--- config.mk ---
export PLATFORM = sky130hd
export DESIGN_NAME = owur_front
export DESIGN_NICKNAME = d
export VERILOG_FILES = /design/src/hw/rtl/owur_pkg.sv /design/src/hw/rtl/owur_front.sv
export SDC_FILE = /design/constraint.sdc
export NUM_CORES = 2
export LEC_CHECK = 0
export BUFFER_PORTS_ARGS = -buffer_cell sky130_fd_sc_hd__buf_2
export CORE_UTILIZATION = 35
export CTS_BUF_LIST = sky130_fd_sc_hd__clkbuf_2
export DETAILED_ROUTE_END_ITERATION = 7
export PLACE_DENSITY = 0.52
export SLEW_MARGIN = 15
export SYNTH_ARGS = -nofsm -noshare
export SYNTH_HDL_FRONTEND = slang
export SYNTH_SLANG_ARGS = --single-unit
export TNS_END_PERCENT = 30
--- constraint.sdc ---
create_clock -name clk_i -period 8.8 [get_ports clk_i]
set_input_delay 0.44 -clock clk_i [delete_from_list [all_inputs] [get_ports clk_i]]
set_output_delay 0.44 -clock clk_i [all_outputs]
set_load 0.01 [all_outputs]
--- src/hw/rtl/owur_pkg.sv ---
// ----------------------------------------------------------------------------
// owur_pkg
// shared types, codes and constants of the overwrite-oldest unit ring
// ----------------------------------------------------------------------------
package owur_pkg;

  localparam int unsigned SlotBytesDef = 512;
  localparam int unsigned SlotsDef     = 16;

  // function codes
  localparam logic [1:0] FuncPushStart = 2'd0;
  localparam logic [1:0] FuncPushData  = 2'd1;
  localparam logic [1:0] FuncPop       = 2'd2;
  localparam logic [1:0] FuncUnused    = 2'd3;

  // register indexes
  localparam logic RegSlotBytes = 1'b0;
  localparam logic RegSlots     = 1'b1;

  typedef enum logic [2:0] {
    StData      = 3'd0,
    StStarted   = 3'd1,
    StCommitted = 3'd2,
    StRejected  = 3'd3,
    StEmpty     = 3'd4,
    StDiscarded = 3'd5,
    StNoPush    = 3'd6
  } status_e;

  typedef struct packed {
    logic [1:0]  func;
    logic [63:0] data_word;
    logic [15:0] unit_bytes;
    logic [63:0] timestamp_us;
    logic        key_frame;
    logic [15:0] reader_capacity;
  } in_item_t;

  typedef struct packed {
    logic [2:0]  status;
    logic [63:0] out_word;
    logic        last;
    logic [9:0]  out_unit_bytes;
    logic [63:0] out_timestamp_us;
    logic        out_key_frame;
    logic [63:0] sequence_number;
    logic [63:0] dropped_total;
    logic [4:0]  fill_level;
  } out_item_t;

  // job handed from front to back
  typedef enum logic [1:0] {
    JobStatus = 2'd0,
    JobWrite  = 2'd1,
    JobPop    = 2'd2
  } job_e;

  // head unit metadata travels with the job, taken when the item is accepted
  typedef struct packed {
    job_e        kind;
    logic [2:0]  status;
    logic        meta;
    logic [63:0] word;
    logic [7:0]  slot;
    logic [6:0]  pos;
    logic [9:0]  nwords;
    logic [63:0] drops;
    logic [8:0]  fill;
    logic [9:0]  msize;
    logic [63:0] mts;
    logic        mkey;
    logic [63:0] mseq;
  } job_t;

  typedef enum logic [1:0] {
    BkIdle = 2'd0,
    BkRead = 2'd1,
    BkMeta = 2'd2
  } back_state_e;

endpackage

--- src/hw/rtl/owur_front.sv ---
// ----------------------------------------------------------------------------
// owur_front
// accepts items, keeps ring bookkeeping and metadata, emits jobs
// ----------------------------------------------------------------------------
module owur_front #(
  parameter int unsigned SlotBytes = owur_pkg::SlotBytesDef,
  parameter int unsigned Slots     = owur_pkg::SlotsDef,
  localparam int unsigned Wps      = (SlotBytes + 7) / 8,
  localparam int unsigned SW       = (Slots > 1) ? $clog2(Slots) : 1
) (
  input  logic               clk_i,
  input  logic               rst_ni,
  input  logic               take_i,
  input  owur_pkg::in_item_t item_i,
  input  logic               cfg_we_i,
  input  logic               cfg_idx_i,
  input  logic [15:0]        cfg_data_i,
  output logic               job_valid_o,
  output owur_pkg::job_t     job_o
);

  localparam int unsigned WW = $clog2(Wps + 1);

  logic [9:0]     sb_q, sb_d;
  logic [8:0]     ns_q, ns_d;
  logic [SW-1:0]  rd_q, rd_d, wr_q, wr_d;
  logic [8:0]     held_q, held_d;
  logic [63:0]    drop_q, drop_d, seq_q, seq_d;
  logic           open_q, open_d;
  logic [6:0]     pos_q, pos_d;
  logic           job_valid_q, job_valid_d;
  owur_pkg::job_t job_q, job_d;

  logic [9:0]  size_q  [Slots];
  logic [63:0] ts_q    [Slots];
  logic        key_q   [Slots];
  logic [63:0] sq_q    [Slots];

  assign job_valid_o = job_valid_q;
  assign job_o       = job_q;

  logic [9:0]    cur_size;
  logic [WW-1:0] needed;
  logic [7:0]    pos_inc;
  logic [63:0]   masked;
  logic [9:0]    clamp_sb;
  logic [8:0]    clamp_ns;
  logic [SW-1:0] rd_inc, wr_inc;
  logic          meta_we, commit;

  // bookkeeping and job generation
  always_comb begin
    cur_size = size_q[wr_q];
    needed   = WW'((11'(cur_size) + 11'd7) >> 3);
    pos_inc  = 8'(pos_q) + 8'd1;
    masked   = item_i.data_word;
    if (pos_inc == 8'(needed) && cur_size[2:0] != 3'd0) begin
      masked = item_i.data_word & ((64'd1 << {cur_size[2:0], 3'b000}) - 64'd1);
    end
    rd_inc = (9'(rd_q) + 9'd1 >= ns_q) ? '0 : SW'(9'(rd_q) + 9'd1);
    wr_inc = (9'(wr_q) + 9'd1 >= ns_q) ? '0 : SW'(9'(wr_q) + 9'd1);
    clamp_sb = (cfg_data_i[9:0] == 10'd0) ? 10'd1 :
               (11'(cfg_data_i[9:0]) > 11'(SlotBytes)) ? 10'(SlotBytes) : cfg_data_i[9:0];
    clamp_ns = (cfg_data_i[4:0] == 5'd0) ? 9'd1 :
               (9'(cfg_data_i[4:0]) > 9'(Slots)) ? 9'(Slots) : 9'(cfg_data_i[4:0]);

    sb_d = sb_q; ns_d = ns_q; rd_d = rd_q; wr_d = wr_q; held_d = held_q;
    drop_d = drop_q; seq_d = seq_q; open_d = open_q; pos_d = pos_q;
    meta_we = 1'b0; commit = 1'b0;
    job_valid_d = 1'b0;
    job_d = job_q;
    if (cfg_we_i) begin
      if (cfg_idx_i == owur_pkg::RegSlotBytes) begin
        sb_d = clamp_sb;
      end else begin
        ns_d = clamp_ns; rd_d = '0; wr_d = '0; held_d = '0;
        open_d = 1'b0; pos_d = '0;
      end
    end else if (take_i) begin
      job_valid_d   = 1'b1;
      job_d.kind    = owur_pkg::JobStatus;
      job_d.status  = owur_pkg::StData;
      job_d.meta    = 1'b0;
      job_d.word    = masked;
      job_d.slot    = 8'(rd_q);
      job_d.pos     = pos_q;
      job_d.nwords  = '0;
      job_d.msize   = size_q[rd_q];
      job_d.mts     = ts_q[rd_q];
      job_d.mkey    = key_q[rd_q];
      job_d.mseq    = sq_q[rd_q];
      unique case (item_i.func)
        owur_pkg::FuncPushStart: begin
          open_d = 1'b0; pos_d = '0;
          if (item_i.unit_bytes > 16'(sb_q)) begin
            job_d.status = owur_pkg::StRejected;
          end else begin
            if (held_q >= ns_q) begin
              rd_d = rd_inc; held_d = held_q - 9'd1; drop_d = drop_q + 64'd1;
            end
            meta_we = 1'b1;
            if (item_i.unit_bytes == 16'd0) begin
              commit = 1'b1;
              job_d.status = owur_pkg::StCommitted;
            end else begin
              open_d = 1'b1;
              job_d.status = owur_pkg::StStarted;
            end
          end
        end
        owur_pkg::FuncPushData: begin
          if (!open_q) begin
            job_d.status = owur_pkg::StNoPush;
          end else begin
            job_d.kind = owur_pkg::JobWrite;
            job_d.slot = 8'(wr_q);
            pos_d = pos_inc[6:0];
            if (pos_inc >= 8'(needed)) begin
              commit = 1'b1;
              job_d.status = owur_pkg::StCommitted;
            end else begin
              job_d.status = owur_pkg::StData;
            end
          end
        end
        owur_pkg::FuncPop: begin
          if (held_q == 9'd0) begin
            job_d.status = owur_pkg::StEmpty;
          end else begin
            rd_d = rd_inc; held_d = held_q - 9'd1;
            job_d.meta = 1'b1;
            if (16'(size_q[rd_q]) > item_i.reader_capacity) begin
              job_d.status = owur_pkg::StDiscarded;
            end else begin
              job_d.status = owur_pkg::StData;
              job_d.kind   = owur_pkg::JobPop;
              job_d.nwords = 10'((11'(size_q[rd_q]) + 11'd7) >> 3);
            end
          end
        end
        default: begin
          job_valid_d = 1'b0;
        end
      endcase
      if (commit) begin
        seq_d = seq_q + 64'd1;
        wr_d = wr_inc; held_d = held_d + 9'd1;
        open_d = 1'b0; pos_d = '0;
      end
      job_d.drops = drop_d; job_d.fill = held_d;
    end
  end

  // state registers
  always_ff @(posedge clk_i or negedge rst_ni) begin
    if (!rst_ni) begin
      sb_q <= 10'(SlotBytes); ns_q <= 9'(Slots);
      rd_q <= '0; wr_q <= '0; held_q <= '0;
      drop_q <= '0; seq_q <= '0; open_q <= 1'b0; pos_q <= '0;
      job_valid_q <= 1'b0;
    end else begin
      sb_q <= sb_d; ns_q <= ns_d;
      rd_q <= rd_d; wr_q <= wr_d; held_q <= held_d;
      drop_q <= drop_d; seq_q <= seq_d; open_q <= open_d; pos_q <= pos_d;
      job_valid_q <= job_valid_d;
    end
  end

  // job register and slot metadata
  always_ff @(posedge clk_i) begin
    job_q <= job_d;
    if (meta_we) begin
      size_q[wr_q] <= item_i.unit_bytes[9:0];
      ts_q[wr_q]   <= item_i.timestamp_us;
      key_q[wr_q]  <= item_i.key_frame;
    end
    if (commit) begin
      sq_q[wr_q] <= seq_q;
    end
  end

endmodule

# Word level (Yosys, flattened, before mapping)
# Memories as Yosys holds them, arrays and structs flattened. A register that Yosys moved wholly into a read port is not among the register bits.
# Index checks and enable logic that the tools add are counted.
[classes]
n_addsub = 10
n_lt_le_gt_ge = 8
eq_ne = 8
shift = 1
n_mux = 77
bitwise_logic = 4
reduce_logical = 24
[ops]
columns = ["operator", "n"]
rows = [
  ["$mux 64", 4],
  ["$add 64x1->64 const B", 2],
  ["$mux 9", 9],
  ["$and 64x64->64", 1],
  ["$shl 1x6->64 const A", 1],
  ["$sub 64x1->64 const B", 1],
  ["$mux 4", 13],
  ["$mux 7", 5],
  ["$mux 1", 28],
  ["$ge 9x9->1", 3],
  ["$mux 10", 2],
  ["$pmux 9 s2", 1],
  ["$gt 10x16->1", 1],
  ["$gt 16x10->1", 1],
  ["$logic_not 16->1", 1],
  ["$pmux 7 s2", 1],
  ["$mux 3", 4],
  ["$add 10x3->11 const B", 1],
  ["$add 10x3->10 const B", 1],
  ["$add 4x1->5 const B", 2],
  ["$gt 10x10->1 const B", 1],
  ["$logic_not 10->1", 1],
  ["$mux 5", 2],
  ["$add 9x1->9 const B", 1],
  ["other kinds (29)", 45],
]
[totals]
reg_bits = 351
mem_bits_rw = 2224
in_bits = 184
output_inout_bits = 308
word_cells = 158
memories = 4
[memory_table]
columns = ["name", "depth", "width", "rd", "rd_clocked_by_memory_dff", "write_ports", "line", "source"]
rows = [
  ["sq_q", 16, 64, 1, 1, 1, "owur_front.sv:37", "logic [63:0] sq_q [Slots];"],
  ["ts_q", 16, 64, 1, 1, 1, "owur_front.sv:35", "logic [63:0] ts_q [Slots];"],
  ["size_q", 16, 10, 2, 0, 1, "owur_front.sv:34", "logic [9:0] size_q [Slots];"],
  ["key_q", 16, 1, 1, 1, 1, "owur_front.sv:36", "logic key_q [Slots];"],
]

# Depth between registers and ports, before layout
# An unclocked memory read counts as a cell.
[logic_depth]
ltp_word = 12
depth_mapped = 21
ltp_nobuf = 17

# Worst setup path after synthesis
# OpenSTA, ideal clock, no wires.
[synth_timing]
path_type = "input port to flip-flop"
start = "in cfg_we_i"
end = "mem key_q[13], enable pin"
setup_ns = 0.509
arrival_time_ns = 13.698
t_required_ns = 8.291
slack_ns = -5.407
cell_stages = 7
path_buffers = 3
path_cell_list = "nand2b_1 > clkbuf_1 > inv_1 > clkbuf_1 > clkbuf_1 > nand3_1 > nor2_1"
[synth_via]
elab_chain_len = 3
[synth_lines]
columns = ["item", "line", "source"]
rows = [
  ["start, declared", "owur_front.sv:15", "input logic cfg_we_i,"],
  ["$mux 1", "owur_front.sv:72", "if (cfg_we_i) begin"],
  ["$mux 1", "owur_front.sv:172", "if (meta_we) begin"],
  ["$mux 1 (not written as such)", "owur_front.sv:175", "key_q[wr_q] <= item_i.key_frame;"],
  ["end, declared", "owur_front.sv:36", ""],
]
# Every way passes these cells.

# Worst setup path in the final report
[layout_timing]
start = "reg wr_q[0]"
end = "mem sq_q[6][18], enable pin"
[layout_via]
elab_chain_len = 12
[layout_lines]
columns = ["item", "line", "source"]
rows = [
  ["start, declared", "owur_front.sv:26", "logic [SW-1:0] rd_q, rd_d, wr_q, wr_d;"],
  ["start signal, assigned", "owur_front.sv:163", "rd_q <= rd_d; wr_q <= wr_d; held_q <= held_d;"],
  ["$mem_v2 16x10", "-", ""],
  ["$add 10x3->10", "owur_front.sv:54", "needed = WW'((11'(cur_size) + 11'd7) >> 3);"],
  ["$ge 8x7->1", "owur_front.sv:118", "if (pos_inc >= 8'(needed)) begin"],
  ["$mux 1", "owur_front.sv:118", ""],
  ["$mux 1", "owur_front.sv:112", "if (!open_q) begin"],
  ["$pmux 1 s2", "owur_front.sv:92", "unique case (item_i.func)"],
  ["$mux 1", "owur_front.sv:79", "end else if (take_i) begin"],
  ["$mux 1", "owur_front.sv:72", ""],
  ["$mux 1", "owur_front.sv:79", ""],
  ["$mux 1", "owur_front.sv:72", ""],
  ["$mux 1", "owur_front.sv:177", "if (commit) begin"],
  ["$mux 1 (not written as such)", "owur_front.sv:178", "sq_q[wr_q] <= seq_q;"],
  ["end, declared", "owur_front.sv:37", ""],
]
# Parallel ways exist; a longest one is shown, timed or not. The select of a mux whose other input is x is not followed.

==> metrics.yaml <==
run_status: "completed"
internal_power_uw: 19500
synth.area.mux_share_pct: 16.1
regToRegSetupSlack_ns: 1.85
ios: 492
synthSimpleGateAreaFrac_pct: 2.92
r2r-start: "wr_q[0]"
max_slew_margin_pct: 24.3
worst_slew_pin_slew_ns: 1.14
synthFlopType: "edfxtp_1"
synth_compound_area_share_pct: 0.862
path_clk_slew_ns: 0.09
synth_adder_area_share_pct: 0.669
netlist_area_um2: 105000
numClockSinks: 2694
most-common-layout-cells: "edfxtp_1, clkbuf_2, mux4_2"
cts-root-buf: "clkbuf_2"
num_vias: 53662
gp_congestion: 0.825
end_kind: "register"
initialDrtViolationCount: 3939
rows: 200
grt_max_degree: 150
antenna_left: 0
area_growth_pct: 18.2
track_usage_pct: 17.7
hp-class: "primary input to register"
dpl.cell_count: 9014
die_h_um: 549
power_density_nw_per_um2: 217
r2r_end: "sq_q[6][18]"
io_buffers: 479
synth_top_family_by_area: "multiplexers"
route.met2.wl_um: 128000
power.switching_uw: 7290
start_util_pct: 35.2
p_leak_uw: 0.0441
fin_crit_ns: 6.95
skew_ns: 0.265
dr.max_layer_used: "met5"
arrival_ns: 8.55
insertion_delay_ns: 2.07
grt_pass1_vias: 57701
ys_seq_area_share_pct: 76.5
vdd.ir_drop.worst_v: 0.000168
firstDrtPassIters: 5
grt_pass1_wl_um: 388000
mostFrequentLayoutCell: "edfxtp_1"
worstRegToRegCells: 16
drc: 0
crit_required_ns: 10.40
wl_um: 267000
routedWlPerCell_um: 24.8
syn_area_per_cell_um2: 22.1
dieArea_um2: 301000
min_period_over_period_pct: 79.0
rsz0062_at_grt: "no"
cts_tree: "built"
ys_seq_elements: 2694
synthXorXnorAreaFrac_pct: 1.83
hold_viol: 0
crit_path_max_fanout: 28
p_seq_share_pct: 53.3
cts-buffers-inserted: 706
die_w_um: 549
holdPathStages: 3
synth_edf_count: 2525
p_comb_share_pct: 14.4
maxCapViolCount: 0
fmax_mhz: 144
synth_cells: 4732
clock_power_share_pct: 32.3
worst_hold_path.endpoint: "ts_q[9][3]"
worstSetupPathType: "register to register"
synth_cell_type_count: 80
hpwl_um: 137000
grt_overflow: 0
fin_cells: 10762
finalSetupViolCount: 0
p_sw_share_pct: 27.2
slew_viol_final: 0
fin_nets: 6531
met3_length_um: 18000
cts_buffer_depth: 4
viasPerCell: 4.99
async_flop_share_pct: 6.27
yosysWarnings: 0
route.layer.met1.wl_um: 115000
htreeDepth: 6
cp-start-kind: "register"
core_area_um2: 297000
total_power_uw: 26800
min_from: "item_i[20]"
cts_setup_buffers: 0
grt_antenna_before_repair: 22
drive_gt1_share_pct: 37.0
## stage by stage
| stage | setup slack (ns) | area (µm²) | TNS, ns | util, % | hold WS (ns) |
|---|---|---|---|---|---|
| final | 1.85 | 124000 | 0 | 41.6 | 0.281 |
| after global routing | 1.35 | 124000 | 0 | 41.6 | 0.0509 |
| after CTS | 1.57 | 124000 | 0 | 41.6 | 0.000927 |
| after detailed placement | 1.64 | 112000 | 0 | 37.8 | 0.417 |
| after global placement | 1.63 | 112000 | 0 | 37.8 | 0.409 |
| after floorplan | -0.502 | 105000 | -78.23 | - | 0.144 |
## how the worst max path moves through the flow
stage,from,end,slack [ns]
CTS,wr_q[0],sq_q[6][48],1.57
global placement,wr_q[0],sq_q[6][34],1.63
floorplan,wr_q[0],sq_q[2][0],-0.50
global route,wr_q[0],sq_q[6][48],1.35
detailed placement,wr_q[0],sq_q[0][28],1.64
finish,wr_q[0],sq_q[6][18],1.85
## synth_stat cells, drive strengths merged (2+ instances only)
| library cell | number | area (µm²) |
|---|---|---|
| a31oi | 3 | 18.8 |
| buf | 102 | 507 |
| xnor2 | 124 | 1090 |
| o41ai | 2 | 25.0 |
| inv | 57 | 214 |
| a21boi | 3 | 22.5 |
| dfrtp | 167 | 4180 |
| or4 | 5 | 41.3 |
| and2 | 18 | 113 |
| o31a | 2 | 17.5 |
| a211oi | 6 | 55.1 |
| mux2 | 6 | 67.6 |
| or3 | 7 | 48.8 |
| and4 | 11 | 96.3 |
| mux2i | 5 | 50.1 |
| nand2 | 137 | 514 |
| a21oi | 16 | 83.8 |
| o31ai | 6 | 45.0 |
| and3 | 37 | 231 |
| nor2 | 119 | 449 |
| a21o | 11 | 82.6 |
| clkbuf | 121 | 454 |
| clkinv | 2 | 7.51 |
| o2bb2ai | 2 | 17.5 |
| o211ai | 5 | 37.5 |
| xor2 | 95 | 832 |
| o21a | 7 | 52.6 |
| dfstp | 2 | 52.6 |
| nor2b | 57 | 357 |
| mux4 | 743 | 16700 |
| a22o | 7 | 61.3 |
| nand4 | 32 | 200 |
| nor4 | 9 | 62.6 |
| o21ai | 46 | 234 |
| nand3 | 74 | 375 |
| ha | 56 | 701 |
| nand2b | 29 | 181 |
| edfxtp | 2525 | 75800 |
| nor3 | 45 | 262 |
| or2 | 8 | 50.1 |
| a2111oi | 2 | 36.3 |
## worst max-delay path, stage by stage (launching register included)
cell and delay (ns):
dfrtp_2 0.99, buf_4 0.53, mux4_2 0.58, mux4_2 0.55
and3_1 0.25, nand3_1 0.13, nor2b_1 0.08, and2_1 0.16
xnor2_1 0.13, ha_1 0.29, nand3_1 0.11, o211ai_1 0.30
nor2b_1 0.30, o21a_1 0.50, nand2_1 0.35, nor2_4 0.79
buf_4 0.53
## power groups by stage
stage / clock (µW) / combinational, µW / sequential [µW]
6_report: 8660 / 3850 / 14300
5_1_grt: 9670 / 4180 / 14300
4_1_cts: 9030 / 3910 / 14300
3_5_place_dp: 0 / 3700 / 14600
3_3_place_gp: 0 / 3680 / 14600
2_1_floorplan: 0 / 2600 / 14600
## per-layer routing
layer	global-route usage, %	vias up
li1	-	23216
met1	23.6	28319
met2	28.3	1657
met3	4.67	456
met4	5.31	14
met5	0	-
## area by class of cell
class | instances | area (µm²)
fill | 26757 | 174000
sequential | 2694 | 80100
multi-input combinational | 1761 | 23700
timing repair buffer | 1069 | 8460
clock buffer | 1064 | 5330
tap | 3939 | 4930
clock inverter | 161 | 1020
inverter | 59 | 236
antenna | 15 | 37.5
## state kept, by name, indices dropped and copies added, names as in the netlist
signal / count
wr_q: 4
job_valid_o: 1
job_o: 301
sq_q: 1024
drop_q: 64
rd_q: 4
pos_q: 7
key_q: 16
sb_q: 10
open_q: 1
seq_q: 64
ns_q: 5
held_q: 9
size_q: 160
ts_q: 1024
## cell families after synthesis
| group | Yosys count |
|---|---|
| AO/OA/AOI/OAI | 131 |
| XOR/XNOR | 219 |
| buffers and inverters | 282 |
| AND/OR/NAND/NOR | 595 |
| flip-flops | 2694 |
| other | 1 |
| adder cells (fa/ha/maj) | 56 |
| multiplexers | 754 |
## repair_timing
item,CTS,global route
hold endpoints to repair,2846,0
endpoints found under the setup margin,0,0
hold buffers,507,0
gates resized for setup,0,0
No activity file was read; power rests on OpenSTA's default activity.
