`src/hw/rtl/owur_pkg.sv`:
```
// ----------------------------------------------------------------------------
// owur_pkg
// shared types, codes and constants of the overwrite-oldest unit ring
// ----------------------------------------------------------------------------
package owur_pkg;

  localparam int unsigned SlotBytesDef = 512;
  localparam int unsigned SlotsDef     = 16;

  // function codes
  localparam logic [1:0] FuncPushStart = 2'd0;
  localparam logic [1:0] FuncPushData  = 2'd1;
  localparam logic [1:0] FuncPop       = 2'd2;
  localparam logic [1:0] FuncUnused    = 2'd3;

  // register indexes
  localparam logic RegSlotBytes = 1'b0;
  localparam logic RegSlots     = 1'b1;

  typedef enum logic [2:0] {
    StData      = 3'd0,
    StStarted   = 3'd1,
    StCommitted = 3'd2,
    StRejected  = 3'd3,
    StEmpty     = 3'd4,
    StDiscarded = 3'd5,
    StNoPush    = 3'd6
  } status_e;

  typedef struct packed {
    logic [1:0]  func;
    logic [63:0] data_word;
    logic [15:0] unit_bytes;
    logic [63:0] timestamp_us;
    logic        key_frame;
    logic [15:0] reader_capacity;
  } in_item_t;

  typedef struct packed {
    logic [2:0]  status;
    logic [63:0] out_word;
    logic        last;
    logic [9:0]  out_unit_bytes;
    logic [63:0] out_timestamp_us;
    logic        out_key_frame;
    logic [63:0] sequence_number;
    logic [63:0] dropped_total;
    logic [4:0]  fill_level;
  } out_item_t;

  // job handed from front to back
  typedef enum logic [1:0] {
    JobStatus = 2'd0,
    JobWrite  = 2'd1,
    JobPop    = 2'd2
  } job_e;

  // head unit metadata travels with the job, taken when the item is accepted
  typedef struct packed {
    job_e        kind;
    logic [2:0]  status;
    logic        meta;
    logic [63:0] word;
    logic [7:0]  slot;
    logic [6:0]  pos;
    logic [9:0]  nwords;
    logic [63:0] drops;
    logic [8:0]  fill;
    logic [9:0]  msize;
    logic [63:0] mts;
    logic        mkey;
    logic [63:0] mseq;
  } job_t;

  typedef enum logic [1:0] {
    BkIdle = 2'd0,
    BkRead = 2'd1,
    BkMeta = 2'd2
  } back_state_e;

endpackage

```
`src/hw/rtl/owur_queue.sv`:
```
// ----------------------------------------------------------------------------
// owur_queue
// short job queue between front and back
// ----------------------------------------------------------------------------
module owur_queue #(
  parameter int unsigned Entries = 2
) (
  input  logic           clk_i,
  input  logic           rst_ni,
  input  logic           push_i,
  input  owur_pkg::job_t data_i,
  input  logic           pop_i,
  output logic           valid_o,
  output owur_pkg::job_t data_o,
  output logic           full_o
);

  localparam int unsigned PW = $clog2(Entries);
  owur_pkg::job_t buf_q [Entries];
  logic [PW-1:0] rp_q, wp_q;
  logic [PW:0]   cnt_q;

  // one entry stays free for the job the front still holds in flight
  assign valid_o = cnt_q != '0;
  assign full_o  = cnt_q >= (PW+1)'(Entries - 1);
  assign data_o  = buf_q[rp_q];

  // pointers and count
  always_ff @(posedge clk_i or negedge rst_ni) begin
    if (!rst_ni) begin
      rp_q <= '0; wp_q <= '0; cnt_q <= '0;
    end else begin
      if (push_i) wp_q <= (32'(wp_q) == Entries - 1) ? '0 : wp_q + 1'b1;
      if (pop_i)  rp_q <= (32'(rp_q) == Entries - 1) ? '0 : rp_q + 1'b1;
      cnt_q <= cnt_q + (PW+1)'(push_i) - (PW+1)'(pop_i);
    end
  end

  always_ff @(posedge clk_i) begin
    if (push_i) buf_q[wp_q] <= data_i;
  end

endmodule

```
`config.mk`:
```
export PLATFORM = sky130hd
export DESIGN_NAME = owur_queue
export DESIGN_NICKNAME = d
export VERILOG_FILES = /design/src/hw/rtl/owur_pkg.sv /design/src/hw/rtl/owur_queue.sv
export SDC_FILE = /design/constraint.sdc
export NUM_CORES = 1
export LEC_CHECK = 0
export BUFFER_PORTS_ARGS = -buffer_cell sky130_fd_sc_hd__buf_2
export CAP_MARGIN = 25
export CORE_AREA = 4 4 239 241
export DETAILED_ROUTE_END_ITERATION = 8
export DIE_AREA = 0 0 243 245
export PLACE_DENSITY = 0.71
export SETUP_SLACK_MARGIN = 0.2
export SYNTH_ARGS = -nofsm -noshare
export SYNTH_HDL_FRONTEND = slang
export SYNTH_SLANG_ARGS = --single-unit
```
`constraint.sdc`:
```
create_clock -name clk_i -period 26 [get_ports clk_i]
set_input_delay 5.2 -clock clk_i [delete_from_list [all_inputs] [get_ports clk_i]]
set_output_delay 5.2 -clock clk_i [all_outputs]
set_load 0.01 [all_outputs]
```
; ---- Yosys cells after proc, flatten, opt, wreduce, memory -nomap -nowiden
; Memories as Yosys holds them, arrays and structs flattened.
; Cells that the tools add are included.
[totals]
register_bits = 4
latch_bits = 0
ram_bits = 614
rom_bits = 0
input_bits = 311
out_inout_bits = 309
wordCells = 14
n_memories = 1
[classes]
n_addsub = 4
mul = 0
n_div = 0
order_cmp = 1
eq_ne = 0
shifts = 0
mux = 4
bitwise_logic = 0
n_reduce_logical = 1
[memory_table]
columns = memory, depth, width, rd, rd_clocked_by_memory_dff, wr, line_no
row1 = buf_q, 2, 307, 1, 0, 1, owur_queue.sv:19  ; owur_pkg::job_t buf_q [Entries];
[ops]
columns = cell, n
row1 = 2-to-1 mux 1 bit, 4
row2 = "adder 1 bit, second input constant", 2
row3 = adder 2 x 1 -> 2 bit, 1
row4 = ">= comparator 2 x 1 -> 1 bit, second input constant", 1
row5 = nonzero test 2 bit, 1
row6 = subtractor 2 x 1 -> 2 bit, 1

; ---- Logic depth before layout (Yosys ltp)
; Gate-level depths: netlist of run 1.
[logic_depth]
word_depth = 2
ltp_mapped = 5
ltp_nobuf = 5

; ---- Worst setup path after synthesis of run 1
; No wires, ideal clock.
[synth_timing]
path_kind = in2reg
startpoint = input port push_i
endpoint = memory buf_q[0][0] in the netlist's numbering, enable pin
setup_time_ps = 1018
arrival_ps = 18394
required_ps = 24982
path_slack_ps = 6588
path_stages = 1
path_buffers = 0
cell_sequence = nor2b_1
[synth_between]
elab_chain_cells = 2
[synth_rtl]
columns = element, line_no
row1 = "start, declared", owur_queue.sv:10  ; input logic push_i,
row2 = 2-to-1 mux 1 bit, owur_queue.sv:40  ; if (push_i) buf_q[wp_q] <= data_i;
row3 = 2-to-1 mux 1 bit (implied by the code), owur_queue.sv:40
row4 = "end, declared", owur_queue.sv:19
; No other way between the ends.

==> results of run 1 <==
## flip-flops by register name, summed over array words and instances (netlist names)
signal,count
rp_q,1
buf_q,614
cnt_q,2
wp_q,1
## worst max-delay path: stages, from the launching register on
cell,delay [ns]
dfrtp_4,1.09
buf_4,0.92
buf_4,0.88
mux2_4,0.36
buf_2,0.14
## per-stage QoR
step | hold slack, ns | std cells
floorplan | 0.453 | 970
global placement | 0.529 | 2267
detailed placement | 0.538 | 2270
CTS | 0.548 | 2384
global route | 0.580 | 2391
finish | 0.547 | 2396
## where the power goes
part | leakage, nW | internal, mW | switching [mW]
logic | 4.65 | 0.476 | 0.495
clock network | 0.935 | 0.493 | 0.351
registers | 5.81 | 1.32 | 0.0667
total | 11.4 | 2.29 | 0.912
## how the worst max path moves through the flow
| stage | to | start | cells past startpoint | slack (ns) |
|---|---|---|---|---|
| 6_report | data_o[103] | rp_q | 4 | 16.74 |
| 2_1_floorplan | buf_q[0][0] | push_i | 1 | 6.59 |
| 3_3_place_gp | data_o[161] | rp_q | 4 | 17.39 |
| 4_1_cts | data_o[103] | rp_q | 4 | 16.64 |
| 5_1_grt | data_o[103] | rp_q | 4 | 16.46 |
| 3_5_place_dp | data_o[155] | rp_q | 4 | 17.32 |
## metal layers
| metal | vias to the layer above | track usage (%) | wire (um) |
|---|---|---|---|
| li1 | 5218 | - | - |
| met1 | 5688 | 17.7 | 18100 |
| met2 | 460 | 28.7 | 26200 |
| met3 | 110 | 6.60 | 4830 |
| met4 | 16 | 5.86 | 1450 |
| met5 | - | 0 | 103 |
## synthesized netlist by cell type
master | number | area, um^2
nor2b_1 | 1 | 6.26
buf_4 | 4 | 30.0
and2_1 | 1 | 6.26
xor2_1 | 2 | 17.5
xor3_1 | 1 | 23.8
edfxtp_1 | 614 | 18400
or2_2 | 1 | 6.26
dfrtp_1 | 4 | 100
mux2_4 | 200 | 3000
ha_1 | 2 | 25.0
inv_1 | 2 | 7.51
buf_2 | 9 | 45.0
buf_6 | 22 | 248
mux2_2 | 107 | 1200
## cell type report
type / count / area [um^2]
clock buffers: 86 / 1660
clock inverters: 28 / 273
diodes: 12 / 30.0
well taps: 704 / 881
flip-flops and latches: 618 / 18500
inverters: 2 / 7.51
multi-input cells: 315 / 4300
fillers: 4386 / 25900
repair buffers: 631 / 3270
## kinds of logic (layout without fill, tap and decap cells)
group,count (synthesis),count (layout),share of synthesized area (%)
xor gates and xnor gates,3,3,0.178
and+or+nand+nor,3,3,0.0811
DFF,618,618,80.0
other,0,12,0
adders and majority gates,2,2,0.108
muxes,307,307,18.2
buffers and inverters,37,747,1.43
==> flow_summary.rst, run 1 <==
.. list-table::
   :header-rows: 1

   * - Metric
     - Value
   * - Final Max Slew Viols
     - 0
   * - Internal reg-to-reg setup slack
     - about 23 ns
   * - Die height
     - approximately 250 um
   * - Clock sink count
     - between 600 and 700
   * - Final period demand of the worst path
     - slightly above 9 ns
   * - R2r startpoint
     - wp_q
   * - Worst setup slack after layout
     - between 15 and 20 ns
   * - Top achievable clock speed
     - 108 MHz
   * - Final weighted congestion of routability-driven global placement
     - around 0.82
   * - Avg Synthesized Cell Area
     - around 24 um^2
   * - Detailed-route wire length
     - about 51000 um
   * - Classification of the worst-slack hold path
     - flip-flop to flip-flop
   * - Net count of the finished layout
     - approximately 1900
   * - Total vias in the final route
     - roughly 11000
   * - Starting Density
     - a little over two fifths
   * - Final cycle utilization of the critical path
     - a little over a third
   * - Total design power
     - between 3 and 4 mW
   * - Worst Path Arrival
     - a little over 4 ns
   * - Number of warning messages in the yosys log
     - 0
   * - Clock buffers created by TritonCTS
     - 60
   * - Standby leakage power
     - about 11 nW
   * - Total global-route track usage
     - 16.3%
   * - Sequential-to-total area share from yosys stat
     - 80.0%
   * - Worst Path Required
     - ~21 ns
   * - Pin count of the biggest net entering global routing
     - 173
   * - Total I/O pin count
     - between 600 and 700
   * - Placed Area
     - approximately 27000 um^2
   * - Post-DP HPWL
     - roughly 36000 um
   * - Critical Path Source Type
     - flip-flop
   * - Global-route wire length before repair
     - between 70000 and 80000 um
   * - Overall die area
     - 59500 um^2
   * - Initial drt markers
     - roughly 700
   * - Worst Reg-to-Reg Cells
     - 4
   * - Congestion Overflow GR
     - 0
   * - Max clock buf depth
     - 3
   * - Most common cell after layout, fill and taps aside
     - buf_2
   * - CP max FO
     - 67
   * - Power density over the cells
     - about 110 nW/um^2
   * - End of the worst register-to-register path
     - buf_q[0][205]
   * - Count of unresolved DRC violations after routing
     - 0
   * - # resized after CTS
     - 0
   * - Count of maximum capacitance violations
     - 0
   * - Core Footprint
     - roughly 55000 um^2
   * - Gate count after technology mapping
     - a little under 1000
   * - Setup TNS Final
     - 0 ns
   * - Total of endpoints with negative setup slack in the final report
     - 0
   * - Detailed-routing iteration count for the pre-antenna-repair pass
     - 4
   * - Avg WL per Cell
     - ~21 um
   * - Final Hold Violating Endpoints
     - 0
   * - I/O Buffers
     - 619
   * - Hold-fix buffer count after cts
     - 0
   * - Dpl ws
     - roughly 17 ns
   * - Max-slew headroom
     - 17.8%
   * - Worst Hold Endpoint
     - wp_q
   * - Worst Setup Path Type
     - flip-flop to output port
   * - Yosys reg bits
     - 618
   * - Share of the core filled with cells in the final layout
     - between 50% and 60%
   * - Measured slew at the worst slew-check pin
     - around 1.2 ns
   * - Reg clk slew, reported paths
     - 0.06 ns
   * - Commonest non-fill, non-tap cells in the layout
     - buf_2 (619), edfxtp_1 (614), mux2_4 (200), mux2_2 (107), clkbuf_16 (61)
   * - Number of cells on the worst hold path
     - 1
   * - Final setup skew
     - about 0.015 ns
   * - Setup repair after global routing missed its margin
     - false
   * - Worst-case vdd ir drop
     - 0.0000881 V
   * - Post-Synthesis Net Count
     - roughly 1300
   * - Crit path capture type
     - output port
   * - Number of antenna violations at the first check in global routing
     - 20
   * - DRT antenna net count
     - 0
   * - Number of global-route vias before repair
     - 12300
   * - Share of cells above drive strength 1
     - about three fifths
   * - Total setup buffers inserted after CTS
     - 0
   * - Root Driver
     - clkbuf_16
   * - Clock latency on the worst-skew pair
     - roughly 0.6 ns
   * - Library cells used by synthesis
     - 14
   * - Post-synthesis cell area
     - between 20000 and 25000 um^2
   * - Synthesis-to-layout area growth
     - 25.0%
   * - Number of rows in the core area
     - 86
   * - Start point of the worst min-delay path
     - wp_q
   * - Count of H-tree levels built during CTS
     - 2
   * - Width of the die
     - ~240 um
   * - Final Cell Area
     - 29000 um^2
   * - Via-per-instance ratio
     - 4.80
   * - Status
     - complete, no violations
   * - Clock tree from TritonCTS
     - yes
Note: power is estimated with default switching activity, not from simulation.
==> run 2, diff against run 1 <==
ABC_AREA = 1   (was default)
CORE_AREA = 4 4 241 243   (was 4 4 239 241)
DIE_AREA = 0 0 245 247   (was 0 0 243 245)
PLACE_DENSITY = 0.7   (was 0.71)
clock period = 8.8 ns   (was 26 ns; I/O delays follow)
==> flow_summary.rst, run 2 <==
.. list-table::
   :header-rows: 1

   * - Metric
     - Value
   * - Number of flops mapped to enable cells by yosys
     - 614 (unchanged)
   * - Commonest non-fill, non-tap cells in the layout
     - buf_2 (619), edfxtp_1 (614), nand2_1 (314), inv_1 (313), o21ai_0 (307)
   * - Status
     - finished, violations left
   * - Total design power
     - 9.19 mW (+190%)
   * - Count of unresolved DRC violations after routing
     - 0 (unchanged)
   * - Crit path capture type
     - output port
   * - Fraction of power consumed by sequential logic
     - 44.5% (+1.1 points)
   * - Dpl ws
     - 4.58 ns (-12.74 ns)
   * - Crit path cell chain
     - buf_12 -> o21ai_0 -> buf_2
   * - Count of H-tree levels built during CTS
     - 2 (unchanged)
   * - Worst Reg-to-Reg Cells
     - 3 (-1)
   * - R2r startpoint
     - wp_q
   * - Detailed-route wire length
     - 52800 um (+4.2%)
   * - Worst stage delay on the critical path
     - 0.94 ns (-0.15 ns)
   * - Fill cells
     - 4773 (+8.8%)
   * - Clock buffers created by TritonCTS
     - 61 (+1.7%)
   * - Final setup skew
     - 0.0135 ns (-0.00111 ns)
   * - Crit path capture
     - data_o[88]
   * - Measured slew at the worst slew-check pin
     - 1.51 ns (+0.282 ns)
   * - DRT antenna net count
     - 0 (unchanged)
   * - Top achievable clock speed
     - just over 200 MHz
   * - Sequential-to-total area share from yosys stat
     - 81.1% (+1.1 points)
   * - Synth Area in XOR/XNOR
     - 0.0766% (-0.10 points)
   * - Yosys reg bits
     - 618 (unchanged)
   * - Area fraction in compound gates after synthesis
     - 6.72% (+6.7 points)
   * - # resized after CTS
     - 0 (unchanged)
   * - Top cells by area, synth
     - edfxtp_1 (81%), o21ai_0 (6.7%), inv_1 (5.2%)
   * - Starting Density
     - 40.9% (-1.3 points)
   * - Number of warning messages in the yosys log
     - 0 (unchanged)
   * - Synthesis-to-layout area growth
     - 25.3%
   * - Switching part of the total
     - 32.7% (+4.2 points)
   * - Failing checks
     - max-slew violations
   * - Hold-fix buffer count after cts
     - 0 (unchanged)
   * - Root Driver
     - clkbuf_16
   * - Post-synth ARST share
     - 0.647% (unchanged)
   * - Total I/O pin count
     - 620 (unchanged)
   * - Internal reg-to-reg setup slack
     - 6.10 ns (-16.77 ns)
   * - Multi-input gate area in the final layout
     - 2770 um^2 (-36%)
   * - Portion of synthesized cell area occupied by the leading cell type
     - 80.7% (+1.1 points)
   * - I/O Buffers
     - 619 (unchanged)
   * - Main combinational cell family by area after synthesis
     - buffers and inverters
   * - Net count of the finished layout
     - 2562 (+32%)
   * - Number of rows in the core area
     - 87 (+1.2%)
   * - Pin count of the biggest net entering global routing
     - 274 (+58%)
   * - Final weighted congestion of routability-driven global placement
     - 0.851 (+3.1%)
   * - Most numerous cell types in the synthesized netlist
     - edfxtp_1 (614), inv_1 (314), nand2_1 (314)
   * - Top FF cell, synth
     - edfxtp_1
   * - Number of antenna violations at the first check in global routing
     - 19 (-5.0%)
   * - Clock latency on the worst-skew pair
     - 0.60 ns (about the same)
   * - P_sw
     - 3.00 mW (+230%)
   * - Seq. cell area
     - 18500 um^2 (unchanged)
   * - Number of global-route vias before repair
     - 13900 (+12%)
   * - Overall die area
     - 60500 um^2 (+1.6%)
   * - Worst setup slack after layout
     - 3.96 ns (-12.78 ns)
   * - Clock tree from TritonCTS
     - yes
   * - Worst Path Arrival
     - 3.08 ns (-0.98 ns)
   * - Worst Path Required
     - 7.04 ns (-13.76 ns)
   * - Initial drt markers
     - 944 (+36%)
   * - Total of endpoints with negative setup slack in the final report
     - 0 (unchanged)
   * - Count of maximum capacitance violations
     - 0 (unchanged)
   * - Total global-route track usage
     - 16.7% (+0.44 points)
   * - Via-per-instance ratio
     - 4.59 (-4.4%)
   * - Setup TNS Final
     - 0 ns (unchanged)
   * - Classification of the worst-slack hold path
     - flip-flop to flip-flop
   * - Die height
     - 247 um (+0.82%)
   * - Power density over the cells
     - 321 nW/um^2 (+190%)
   * - Post-Synthesis Net Count
     - 1941 (+51%)
   * - Worst-case vdd ir drop
     - 0.000276 V (+210%)
   * - Simple-Gate Fraction of Synth Area
     - 5.19% (+5.1 points)
   * - Share of cells above drive strength 1
     - 31.2% (-30 points)
   * - Setup repair after global routing missed its margin
     - false
   * - Post-synthesis cell area
     - 22900 um^2 (-1.3%)
   * - Adder and majority gate portion of the synthesized area
     - 0.109% (+0.0014 points)
   * - Clock sink count
     - 618 (unchanged)
   * - Critical Path Source Type
     - flip-flop
   * - Most common cell after layout, fill and taps aside
     - buf_2
   * - Global-route wire length before repair
     - 78400 um (+5.6%)
   * - Worst Setup Path Type
     - flip-flop to output port
   * - Gate count after technology mapping
     - 1628 (+68%)
   * - Library cells used by synthesis
     - 13 (-1)
   * - Avg WL per Cell
     - 17.2 um (-19%)
   * - Avg Synthesized Cell Area
     - 14.0 um^2 (-41%)
   * - End of the worst register-to-register path
     - buf_q[0][155]
   * - Core Footprint
     - 56000 um^2 (+2.0%)
   * - Max clock buf depth
     - 3 (unchanged)
   * - CP max FO
     - 251 (+270%)
   * - Final cycle utilization of the critical path
     - 55.0%
   * - Multiplexer area fraction after synthesis
     - 0% (-18 points)
   * - Slowest stage cell, crit path
     - dfrtp_4
   * - Final period demand of the worst path
     - 4.84 ns
   * - Standby leakage power
     - 12.1 nW (+6.5%)
   * - Clock network power share
     - 26.9% (+0.6 points)
   * - Most common cell in the synthesized netlist
     - edfxtp_1
   * - Final Max Slew Viols
     - 40 (+40)
   * - Startpoint of the most critical setup path
     - rp_q
   * - Detailed-routing iteration count for the pre-antenna-repair pass
     - 5 (+1)
   * - Reg clk slew, reported paths
     - 0.06 ns (about the same)
   * - Post-DP HPWL
     - 36300 um (+2.1%)
   * - Total setup buffers inserted after CTS
     - 0 (unchanged)
   * - Top reg by flops
     - buf_q
   * - Synth area leader
     - edfxtp_1
   * - Number of flip-flops under the largest register name
     - 614 (unchanged)
   * - Congestion Overflow GR
     - 0 (unchanged)
   * - Max-slew headroom
     - -0.999% (-19 points)
   * - Part of the power in combinational logic
     - 28.6% (-1.7 points)
   * - Total vias in the final route
     - 14100 (+23%)
   * - Final Hold Violating Endpoints
     - 0 (unchanged)
   * - Largest registers
     - buf_q x614, cnt_q x2
   * - Width of the die
     - 245 um (+0.82%)
   * - Internal power
     - 6.19 mW (+170%)
==> run 2: per-layer routing <==
layer | global-route usage, % | vias up | wire, um
li1 | - | 6781 | -
met2 | 28.9 | 538 | 27100
met1 | 19.5 | 6642 | 19400
met4 | 6.41 | 10 | 1760
met5 | 0 | - | 70
met3 | 5.26 | 116 | 4410
==> run 2: final cells by class <==
| class | count | share of cell area (%) |
|---|---|---|
| diodes | 14 | 0.122 |
| clock buffers | 79 | 5.78 |
| clock inverters | 36 | 0.978 |
| inverters | 314 | 4.14 |
| multi-input cells | 627 | 9.68 |
| flip-flops and latches | 618 | 64.7 |
| well taps | 756 | 3.30 |
| repair buffers | 627 | 11.3 |
==> run 2: stage by stage <==
step	hold WS (ns)	utilization (%)	instances	cell area, um^2
2_1_floorplan	0.513	-	1628	22900
3_3_place_gp	0.532	47.6	2941	26600
3_5_place_dp	0.546	47.6	2941	26600
4_1_cts	0.554	51.1	3056	28600
5_1_grt	0.570	51.2	3068	28600
6_report	0.552	51.2	3071	28600
==> run 2: how the worst min path moves through the flow <==
stage | endpoint | slack [ns] | cells after the start | start
2_1_floorplan | wp_q | 0.51 | 1 | wp_q
3_3_place_gp | wp_q | 0.53 | 1 | wp_q
3_5_place_dp | wp_q | 0.55 | 1 | wp_q
4_1_cts | wp_q | 0.55 | 1 | wp_q
5_1_grt | wp_q | 0.57 | 1 | wp_q
6_report | wp_q | 0.55 | 1 | wp_q
==> run 2: power by group through the flow <==
stage	clock, mW	combinational, mW	sequential (mW)
after floorplan	0	1.53	4.19
after global placement	0	2.62	4.13
after detailed placement	0	2.65	4.15
after CTS	2.55	2.67	4.09
after global routing	2.68	2.91	4.14
final	2.48	2.63	4.09
==> run 2: worst max-delay path, delay by kind of cell, from the launching register on <==
family / cells / cell delay, ns
AOI/OAI and AO/OA: 1 / 0.39
DFF: 1 / 0.94
buffers and inverters: 2 / 0.78
==> run 2: logic make-up after synthesis <==
family | Yosys count
simple gates | 316
flops | 618
fa+ha+maj | 2
xor+xnor | 2
buf+inv | 383
compound gates | 307
==> run 3, diff against run 2 <==
clock period = 4.6 ns   (was 8.8 ns; I/O delays follow)
==> flow_summary.rst, run 3 (synthesized netlist as in run 2, its figures left out) <==
.. list-table::
   :header-rows: 1

   * - Metric
     - Value
   * - Number of rows in the core area
     - 87 (unchanged)
   * - DRT antenna net count
     - 0 (unchanged)
   * - Die height
     - 247 um (unchanged)
   * - Final period demand of the worst path
     - around 3.7 ns
   * - R2r startpoint
     - wp_q
   * - Via-per-instance ratio
     - 4.62 (+0.69%)
   * - Reg clk slew, reported paths
     - 0.07 ns (about the same)
   * - Core Footprint
     - 56000 um^2 (unchanged)
   * - Final Hold Violating Endpoints
     - 0 (unchanged)
   * - Crit path cell chain
     - buf_12 -> o21ai_0 -> buf_2
   * - Worst-case vdd ir drop
     - 0.000472 V (+71%)
   * - Critical Path Source Type
     - flip-flop
   * - Internal power
     - 11.8 mW (+90%)
   * - Largest delay contributor family on the critical path
     - flip-flops
   * - Most common cell after layout, fill and taps aside
     - buf_2
   * - Overall die area
     - 60500 um^2 (unchanged)
   * - Critical path depth
     - 3 (unchanged)
   * - Count of maximum capacitance violations
     - 0 (unchanged)
   * - Largest registers
     - buf_q x614, cnt_q x2
   * - Number of antenna violations at the first check in global routing
     - 20 (+1)
   * - # resized after CTS
     - 0 (unchanged)
   * - Standby leakage power
     - 12.2 nW (+0.83%)
   * - Worst Path Arrival
     - 2.79 ns (-0.29 ns)
   * - Congestion Overflow GR
     - 0 (unchanged)
   * - Worst Reg-to-Reg Cells
     - 2 (-1)
   * - Final setup skew
     - 0.0160 ns (+0.00252 ns)
   * - Count of H-tree levels built during CTS
     - 2 (unchanged)
   * - Crit path capture
     - data_o[225]
   * - Slowest stage cell, crit path
     - dfrtp_4
   * - Startpoint of the most critical setup path
     - rp_q
   * - CP max FO
     - 87 (-65%)
   * - Max-slew headroom
     - 37.8% (+39 points)
   * - Clock buffers created by TritonCTS
     - 60 (-1.6%)
   * - Cell Count, Final, Fillers Out
     - 3101 (+0.98%)
   * - I/O Buffers
     - 619 (unchanged)
   * - Switching part of the total
     - 33.2% (+0.59 points)
   * - Status
     - complete, no violations
   * - Initial drt markers
     - 886 (-6.1%)
   * - Detailed-routing iteration count for the pre-antenna-repair pass
     - 4 (-1)
   * - Setup TNS Final
     - 0 ns (unchanged)
   * - Top achievable clock speed
     - 270 MHz
   * - Global-route wire length before repair
     - 81600 um (+4.0%)
   * - Part of the power in combinational logic
     - 29.8% (+1.2 points)
   * - Clock network power share
     - 25.9% (-1.0 points)
   * - Avg WL per Cell
     - 17.7 um (+2.8%)
   * - Total design power
     - 17.6 mW (+92%)
   * - Worst stage delay on the critical path
     - 0.81 ns (-0.13 ns)
   * - Worst Setup Path Type
     - flip-flop to output port
   * - Commonest non-fill, non-tap cells in the layout
     - buf_2 (619), edfxtp_1 (614), nand2_1 (313), inv_1 (312), o21ai_0 (307)
   * - Width of the die
     - 245 um (unchanged)
   * - Top reg by flops
     - buf_q
   * - Power density over the cells
     - 612 nW/um^2 (+91%)
   * - P_sw
     - 5.87 mW (+95%)
   * - Fraction of power consumed by sequential logic
     - 44.3% (-0.2 points)
   * - Count of unresolved DRC violations after routing
     - 0 (unchanged)
   * - Final Max Slew Viols
     - 0 (-100%)
   * - Clock latency on the worst-skew pair
     - 0.60 ns (about the same)
   * - Number of flip-flops under the largest register name
     - 614 (unchanged)
   * - Root Driver
     - clkbuf_16
   * - Detailed-route wire length
     - 54800 um (+3.8%)
   * - Classification of the worst-slack hold path
     - input pin to asynchronous set/reset pin
   * - Total setup buffers inserted after CTS
     - 0 (unchanged)
   * - Net count of the finished layout
     - 2594 (+1.2%)
   * - Crit path capture type
     - output port
   * - Pin count of the biggest net entering global routing
     - 110 (-60%)
   * - Number of global-route vias before repair
     - 14500 (+4.9%)
   * - Hold-fix buffer count after cts
     - 0 (unchanged)
   * - Final cycle utilization of the critical path
     - slightly above 80%
   * - Max clock buf depth
     - 3 (unchanged)
   * - Post-DP HPWL
     - 39200 um (+8.2%)
   * - End of the worst register-to-register path
     - buf_q[0][165]
   * - Internal reg-to-reg setup slack
     - 2.42 ns (-3.68 ns)
   * - Measured slew at the worst slew-check pin
     - 0.933 ns (-0.582 ns)
   * - Instance count after placement with tap cells included
     - 2974 (+1.1%)
   * - Synthesis-to-layout area growth
     - 26.2%
   * - Clock sink count
     - 618 (unchanged)
   * - Total global-route track usage
     - 17.4% (+0.69 points)
   * - Clock tree from TritonCTS
     - yes
   * - Total of endpoints with negative setup slack in the final report
     - 0 (unchanged)
   * - Bufs and invs on worst path
     - 2 (unchanged)
   * - Starting Density
     - 40.9% (unchanged)
   * - Total I/O pin count
     - 620 (unchanged)
   * - Worst Path Required
     - 3.68 ns (-3.36 ns)
   * - Share of cells above drive strength 1
     - 31.7% (+0.57 points)
   * - Total vias in the final route
     - 14300 (+1.7%)
   * - Setup repair after global routing missed its margin
     - false
   * - Final weighted congestion of routability-driven global placement
     - 0.856 (+0.65%)
-- run 3: changes by cell type in the layout (fill, tap and decap cells not counted), sizes merged --
| cell | previous run | this run |
|---|---|---|
| clkbuf | 79 | 84 |
| diode | 14 | 16 |
| clkinv | 28 | 21 |
| buf | 627 | 660 |
| bufinv | 4 | 2 |
| clkinvlp | 1 | 2 |
| inv | 317 | 315 |
-- run 3: routing by layer --
layer,GRT usage [%],part of all wire (%),up-vias
met2,31.1,52,529
met5,0,0.16,-
met3,4.84,7.9,112
li1,-,-,6845
met4,5.87,2.8,12
met1,20.3,37,6825
-- run 3: how the worst min path moves through the flow --
stage | end | slack (ns)
finish | rp_q | 0.11
CTS | rp_q | 0.07
floorplan | cnt_q[1] | 0.52
global route | rp_q | 0.08
global placement | cnt_q[1] | 0.54
detailed placement | cnt_q[1] | 0.55
-- run 3: cell type report --
class | instances | area, um^2
clock inverters | 26 | 184
clock buffers | 84 | 1630
inverters | 314 | 1190
multi-input cells | 627 | 2790
flip-flops and latches | 618 | 18500
fillers | 4822 | 27100
diodes | 16 | 40.0
repair buffers | 660 | 3520
well taps | 756 | 946
-- run 3: power groups by stage --
stage	Sequential (mW)	Clock, mW	Combinational, mW
finish	7.82	4.57	5.26
global route	7.91	4.95	5.80
CTS	7.83	4.68	5.35
detailed placement	7.95	0	5.32
global placement	7.90	0	5.24
floorplan	7.97	0	2.94
-- run 3: metrics by stage --
step | hold WS [ns] | setup slack (ns) | util, % | instance area (um^2)
after floorplan | 0.524 | -1.35 | - | 22900
after global placement | 0.537 | 1.40 | 48.2 | 27000
after detailed placement | 0.554 | 1.41 | 48.2 | 27000
after CTS | 0.0695 | 0.742 | 51.5 | 28800
after global routing | 0.0774 | 0.676 | 51.5 | 28800
final | 0.114 | 0.891 | 51.6 | 28800
-- run 3: worst reg2reg max path, stage by stage (launching register included) --
cell and delay [ns]:
dfrtp_1 0.48, nor2_4 0.61, buf_12 0.48
